<file path="config.mk">
export PLATFORM = sky130hd
export DESIGN_NAME = gf2e_merge_flat
export DESIGN_NICKNAME = d
export VERILOG_FILES = /design/src/rtl/gf2e_pkg.sv /design/src/rtl/gf2e_stream_if.sv /design/src/rtl/gf2e_merge.sv /design/src/flat_wrapper.sv
export SDC_FILE = /design/constraint.sdc
export NUM_CORES = 1
export LEC_CHECK = 0
export ABC_AREA = 1
export BUFFER_PORTS_ARGS = -buffer_cell sky130_fd_sc_hd__buf_2
export CAP_MARGIN = 15
export CORE_AREA = 2 2 229 231
export CTS_CLUSTER_SIZE = 8
export DETAILED_ROUTE_END_ITERATION = 10
export DIE_AREA = 0 0 231 233
export HOLD_SLACK_MARGIN = 0.06
export PLACE_DENSITY = 0.44
export REMOVE_ABC_BUFFERS = 1
export SYNTH_ARGS = -nofsm -noshare
export SYNTH_HDL_FRONTEND = slang
export SYNTH_SLANG_ARGS = --single-unit
</file>
<file path="constraint.sdc">
create_clock -name clk_i -period 0.8 [get_ports clk_i]
set_input_delay 0.2 -clock clk_i [delete_from_list [all_inputs] [get_ports clk_i]]
set_output_delay 0.2 -clock clk_i [all_outputs]
set_load 0.01 [all_outputs]
</file>
<file path="src/rtl/gf2e_pkg.sv">
// ----------------------------------------------------------------------------
// GF(2) generator matrix encoder package
// Field widths, operation and register codes, state and lane control types.
// ----------------------------------------------------------------------------
package gf2e_pkg;

  localparam int WORD_W      = 64;
  localparam int WORD_SHIFT  = 6;
  localparam int CW_BITS_W   = 10;
  localparam int MSG_BITS_W  = 8;
  localparam int CFG_DATA_W  = 10;
  localparam int CFG_INDEX_W = 1;
  localparam int ROW_NUM_W   = 7;
  localparam int WORD_NUM_W  = 3;
  localparam int BYTE_W      = 8;
  localparam int BIT_SEL_W   = 3;

  localparam logic OP_LOAD   = 1'b0;
  localparam logic OP_ENCODE = 1'b1;

  localparam logic [CFG_INDEX_W-1:0] REG_CODEWORD_BITS = 1'd0;
  localparam logic [CFG_INDEX_W-1:0] REG_MESSAGE_BITS  = 1'd1;

  localparam logic [CW_BITS_W-1:0]  CODEWORD_BITS_RST = 10'd512;
  localparam logic [MSG_BITS_W-1:0] MESSAGE_BITS_RST  = 8'd76;

  typedef enum logic [1:0] {
    ST_IDLE,
    ST_ACCUM,
    ST_FLUSH,
    ST_EMIT
  } gf2e_state_e;

  typedef struct packed {
    logic rd_en;
    logic acc_en;
    logic clear;
  } gf2e_lane_ctrl_t;

endpackage

</file>
<file path="src/rtl/gf2e_stream_if.sv">


interface gf2e_out_if import gf2e_pkg::*; ();
  logic                  valid;
  logic                  ready;
  logic [WORD_W-1:0]     codeword_word;
  logic [WORD_NUM_W-1:0] word_position;
  logic                  last_word;

  modport source (
    output valid, codeword_word, word_position, last_word,
    input  ready
  );
  modport sink (
    input  valid, codeword_word, word_position, last_word,
    output ready
  );
endinterface

</file>
<file path="src/rtl/gf2e_merge.sv">
// ----------------------------------------------------------------------------
// GF(2) encoder merge stage
// Picks one lane's parity word, masks the tail and registers the output beat.
// ----------------------------------------------------------------------------
module gf2e_merge import gf2e_pkg::*; #(
  parameter int LANES = 8,
  parameter int LW    = 3,
  parameter int CW    = 4
) (
  input  logic              clk_i,
  input  logic              rst_ni,
  input  logic [WORD_W-1:0] acc_i [LANES],
  input  logic [CW-1:0]     word_idx_i,
  input  logic              last_i,
  input  logic [WORD_SHIFT-1:0] rem_i,
  input  logic              load_i,
  output logic              free_o,
  gf2e_out_if.source        out_if
);

  logic                  valid_q;
  logic [WORD_W-1:0]     word_q;
  logic [WORD_NUM_W-1:0] pos_q;
  logic                  last_q;
  logic [WORD_W-1:0]     word_d;

  always_comb begin
    word_d = acc_i[word_idx_i[LW-1:0]];
    if (last_i && (rem_i != '0)) begin
      word_d = word_d & ~({WORD_W{1'b1}} << rem_i);
    end
  end

  assign free_o = !valid_q || out_if.ready;

  always_ff @(posedge clk_i or negedge rst_ni) begin
    if (!rst_ni) begin
      valid_q <= 1'b0;
    end else if (load_i) begin
      valid_q <= 1'b1;
    end else if (out_if.ready) begin
      valid_q <= 1'b0;
    end
  end

  always_ff @(posedge clk_i) begin
    if (load_i) begin
      word_q <= word_d;
      pos_q  <= WORD_NUM_W'(word_idx_i);
      last_q <= last_i;
    end
  end

  assign out_if.valid         = valid_q;
  assign out_if.codeword_word = word_q;
  assign out_if.word_position = pos_q;
  assign out_if.last_word     = last_q;

endmodule

</file>
<file path="src/flat_wrapper.sv">
// flat-port wrapper written by rule: the top's interface ports become plain ports
module gf2e_merge_flat import gf2e_pkg::*;
#(
  parameter int LANES = 8,
  parameter int LW    = 3,
  parameter int CW    = 4
)
  (clk_i, rst_ni, acc_i, word_idx_i, last_i, rem_i, load_i, free_o, out_if_valid, out_if_codeword_word, out_if_word_position, out_if_last_word, out_if_ready);
  gf2e_out_if out_if_i ();
  input  logic clk_i;
  input  logic rst_ni;
  input  logic [WORD_W-1:0] acc_i[LANES];
  input  logic [CW-1:0] word_idx_i;
  input  logic last_i;
  input  logic [WORD_SHIFT-1:0] rem_i;
  input  logic load_i;
  output logic free_o;
  output wire logic [$bits(out_if_i.valid)-1:0] out_if_valid;
  output wire logic [$bits(out_if_i.codeword_word)-1:0] out_if_codeword_word;
  output wire logic [$bits(out_if_i.word_position)-1:0] out_if_word_position;
  output wire logic [$bits(out_if_i.last_word)-1:0] out_if_last_word;
  input wire logic [$bits(out_if_i.ready)-1:0] out_if_ready;
  assign out_if_valid = out_if_i.valid;
  assign out_if_codeword_word = out_if_i.codeword_word;
  assign out_if_word_position = out_if_i.word_position;
  assign out_if_last_word = out_if_i.last_word;
  assign out_if_i.ready = out_if_ready;
  gf2e_merge #(.LANES(LANES), .LW(LW), .CW(CW)) u_core (.clk_i(clk_i), .rst_ni(rst_ni), .acc_i(acc_i), .word_idx_i(word_idx_i), .last_i(last_i), .rem_i(rem_i), .load_i(load_i), .free_o(free_o), .out_if(out_if_i));
endmodule
</file>
Yosys cells after proc, flatten, opt, wreduce, memory -nomap -nowiden
Index checks and enable logic that the tools add are counted.
Widths: inputs -> output; s select.

word-level totals
  register bits after elaboration = 69
  bits of input ports = 527
  output and inout port bits = 70
  word-level logic and storage cells = 20

cells by class
  order comparisons = 1
  shift operators = 1
  multiplexer cells = 6
  bitwise logic cells = 3
  reduce and logical (&&, ||, !) cells = 5

operators with widths
  cell                   count
  $bmux 64 s3            1
  $mux 64                3
  $and 64x64->64         1
  $not 64->64            1
  $shl 64x6->64 const A  1
  $reduce_bool 6->1      1
  $ge 4x4->1 const B     1
  $not 3->4              1
  $mux 1                 2
  $reduce_bool 2->1      1
  $logic_and 1x1->1      1
  $logic_not 1->1        1
  $logic_or 1x1->1       1

Longest topological paths before layout
  depth in word-level cells = 6
  mapped depth = 12
  depth with buffers taken out = 9

Worst setup path after synthesis
Ideal clock, no wire load.

  kind = in2reg
  start point = input port word_idx_i[0]
  end point = register u_core.word_q[44], in the netlist u_core.out_if.codeword_word[44] (data pin)
  library setup time = 253 ps
  arrival time = 1105 ps
  data required time = 547 ps
  slack = -557 ps
  cell stages on the path = 11
  path buffers = 4
  path through = buf_2 > inv_2 > buf_6 > buf_12 > buf_4 > nand2_1 > nand3_1 > nand3_1 > nand2_1 > o21ai_1 > inv_1

on the way
  cells in the longest elaborated chain, start to end = 6

RTL lines
  element                                         RTL line            source
  start: declaration                              flat_wrapper.sv:13  input logic [CW-1:0] word_idx_i;
  $not 3->4 (implied by the code) (*)             gf2e_merge.sv:28    word_d = acc_i[word_idx_i[LW-1:0]];
  $bmux 64 s3 (*)                                 gf2e_merge.sv:28
  $mux 64 (implied by the code) (*) (2 in a row)  gf2e_merge.sv:28
  $and 64x64->64                                  gf2e_merge.sv:30    word_d = word_d & ~({WORD_W{1'b1}} << rem_i);
  $mux 64 (*)                                     gf2e_merge.sv:29    if (last_i && (rem_i != '0)) begin
  net u_core.word_d[44]                           gf2e_merge.sv:25    logic [WORD_W-1:0] word_d;
  end signal: assignment                          gf2e_merge.sv:48    word_q <= word_d;
  end: declaration                                gf2e_merge.sv:22    logic [WORD_W-1:0] word_q;

The timed path passes the listed nets; every way through them passes the cells marked *. The select of a mux whose other input is x is not followed.
A chain may end at the register's enable or synchronous reset.

Worst setup path in the final report
  start point = register u_core.word_q[56], in the netlist u_core.out_if.codeword_word[56]
  end point = output port out_if_codeword_word[56]

RTL lines
  element           RTL line            source
  end: declaration  flat_wrapper.sv:19  output wire logic [$bits(out_if_i.codeword_word)-1:0] out_if_codeword_word;

No word-level cell between the ends.

==> impl_metrics.json <==
{
  "via_per_inst": 4.45,
  "initial_core_util": 0.156,
  "cts-htree-levels": 3,
  "yosys_warnings": 0,
  "status": "finished, violations left",
  "worstSkewPairLatency_ns": 0.36,
  "wl_met1_um": 23900,
  "cp-start-kind": "register",
  "path_max_fanout": 1,
  "netlist_area_mm2": 0.00795,
  "hold_class": "primary input to async pin",
  "synth-seq-cells": 69,
  "ioPinCount": 597,
  "overflow": 0,
  "wl_met3_um": 3310,
  "finalWirelength_um": 58500,
  "met2_length_um": 29400,
  "finalSetupViolations": 134,
  "cpLargestDelayFamily": "flip-flops",
  "cp-end-kind": "primary output",
  "slew_headroom": 0.790,
  "path_buf_inv": 1,
  "skew_ns": 0,
  "grt_pass1_vias": 13000,
  "stdcell_area_mm2": 0.0175,
  "violations": "setup timing",
  "rsz0062_at_grt": "true",
  "grtUsageTotal": 0.201,
  "critPathSlowestCell": "edfxtp_1",
  "syn-instance-count": 1444,
  "placed_cell_area_mm2": 0.0127,
  "criticalPathCategory": "register to primary output",
  "critPathArrivalTime_ns": 0.96,
  "finalCritPeriodShare": 1.45,
  "p_per_area_mw_per_mm2": 1020,
  "die_h_um": 233,
  "synth-seq-area-share": 0.260,
  "layout_commonest_cell": "buf_2",
  "setup_tns_ns": -35.49,
  "core_mm2": 0.0511,
  "cts_tree": "built",
  "syn_area_per_cell_um2": 5.50,
  "p_total_mw": 17.8,
  "post-route-drc-count": 0,
  "required_ns": 0.60,
  "slowest_delay_ns": 0.44,
  "die_width_um": 231,
  "avgRoutedWirePerCell_um": 20.4,
  "crit_path_cell_trace": "buf_6",
  "synth_cell_types": 23,
  "drtIter0Drc": 551,
  "cap_violations": 0,
  "peakVddDrop_v": 0.00108,
  "clock.fmax_ghz": 0.861,
  "port_buffers": 595,
  "root_buffer": "clkbuf_16",
  "cts_sinks": 69,
  "path_clk_slew_ns": 0.06,
  "setup_ws_ns": -0.362,
  "areaGrowthSynthToFinish_pct": 120,
  "ant_nets": 0,
  "nNetsFinal": 2716,
  "period_needed_ns": 1.16,
  "antenna_found_initial": 2,
  "grt_max_degree": 36,
  "num_vias": 12800,
  "first_pass_iters": 5,
  "slew_violations": 0,
  "dp_hpwl_um": 38300,
  "die_area_mm2": 0.0538,
  "globalplace.congestion": 0.940,
  "hold_viol_final": 0,
  "final_util": 0.342,
  "clk_path_buf_depth": 2,
  "worst_pin_slew_ns": 0.315,
  "rows": 83,
  "layout_common_cells": "buf_2 (584), nand2_1 (372), nand3_2 (142)",
  "drive_gt1_frac": 0.619,
  "cts_made_buffers": 9,
  "top_layer": "met5",
  "grt_pass1_wl_um": 79900,
  "p_leak_nw": 8.84
}
-- what timing repair did --
action | 4_1_cts | 5_1_grt
setup buffers | 35 | 17
pin swaps | 221 | 166
endpoints found under the setup margin | 134 | 134
gates cloned | 41 | 9
hold buffers | 1 | 0
hold endpoints to repair | 1 | 0
gates resized for setup | 514 | 368
-- report_power, final --
group	switching (mW)	leakage [nW]	internal, mW
logic	4.88	8.04	4.27
clock network	1.68	0.132	2.38
registers	0.101	0.671	4.45
-- layer usage --
| metal | vias up | GRT usage |
|---|---|---|
| met3 | 74 | 0.0388 |
| met5 | - | 0 |
| met4 | 2 | 0.0690 |
| met1 | 6084 | 0.237 |
| met2 | 496 | 0.363 |
| li1 | 6124 | - |
-- state kept, by name, indices dropped and copies added, names as in the netlist --
| signal | cells |
|---|---|
| u_core.out_if.codeword_word | 64 |
| u_core.out_if.last_word | 1 |
| u_core.out_if.valid | 1 |
| u_core.out_if.word_position | 3 |
-- cell families after synthesis --
family                 Yosys count  share of synthesized area
buffers and inverters          197                      0.119
flip-flops                      69                      0.260
AO/OA/AOI/OAI                  134                     0.0847
AND/OR/NAND/NOR               1044                      0.536
-- path summary, 6_finish.rpt --
kind / startpoint / to / slack, ns / cells after the start
worst min-delay path: rst_ni / u_core.out_if.valid / 0.15 / 2
max in group asynchronous: rst_ni / u_core.out_if.valid / 0.57 / 2
worst max register to register: u_core.out_if.valid / u_core.out_if.valid / 0.11 / 3
min in group clk_i: out_if_ready / u_core.out_if.valid / 0.18 / 5
worst min register to register: u_core.out_if.valid / u_core.out_if.valid / 0.60 / 3
worst max-delay path: u_core.out_if.codeword_word[56] / out_if_codeword_word[56] / -0.36 / 1
-- cell type report --
cell class	instances	area, µm²
fill	5516	33600
multi-input combinational	1178	7330
timing repair buffer	839	6490
sequential	69	2070
tap	680	851
inverter	90	402
clock buffer	12	236
timing repair inverter	2	41.3
clock inverter	3	37.5
antenna	1	2.50
-- stage by stage --
stage | hold WS (ns) | worst slack [ns] | instances
floorplan | -0.0956 | -1.88 | 1337
global placement | -0.0243 | -0.948 | 2771
detailed placement | -0.0228 | -0.964 | 2771
CTS | 0.0978 | -0.392 | 2860
global route | 0.124 | -0.402 | 2874
finish | 0.146 | -0.362 | 2874
-- cells in the mapped netlist --
master    count  area (µm²)
nand4_1       2        12.5
buf_2        42         210
inv_1        88         330
inv_2         2        7.51
buf_1        18        67.6
edfxtp_1     68        2040
nor3_1        1        5.00
buf_12        1        20.0
buf_4        14         105
nor2_2        2        12.5
nand2_2       1        6.26
dfrtp_1       1        25.0
buf_6        11         124
nand3_1     252        1260
o21ai_0      78         390
o22ai_1       2        12.5
nand3_2       1        10.0
clkbuf_1     21        78.8
and2_1        3        18.8
a21oi_1      50         250
o21ai_1       4        20.0
nor2_1      200         751
nand2_1     582        2180
-- worst register-to-register path, cell delays in order, from the launching register on --
cell and delay, ns:
dfrtp_1 0.37, nand2_1 0.07, buf_4 0.10, nand2_1 0.04
Power figures use the tool's default switching activity.
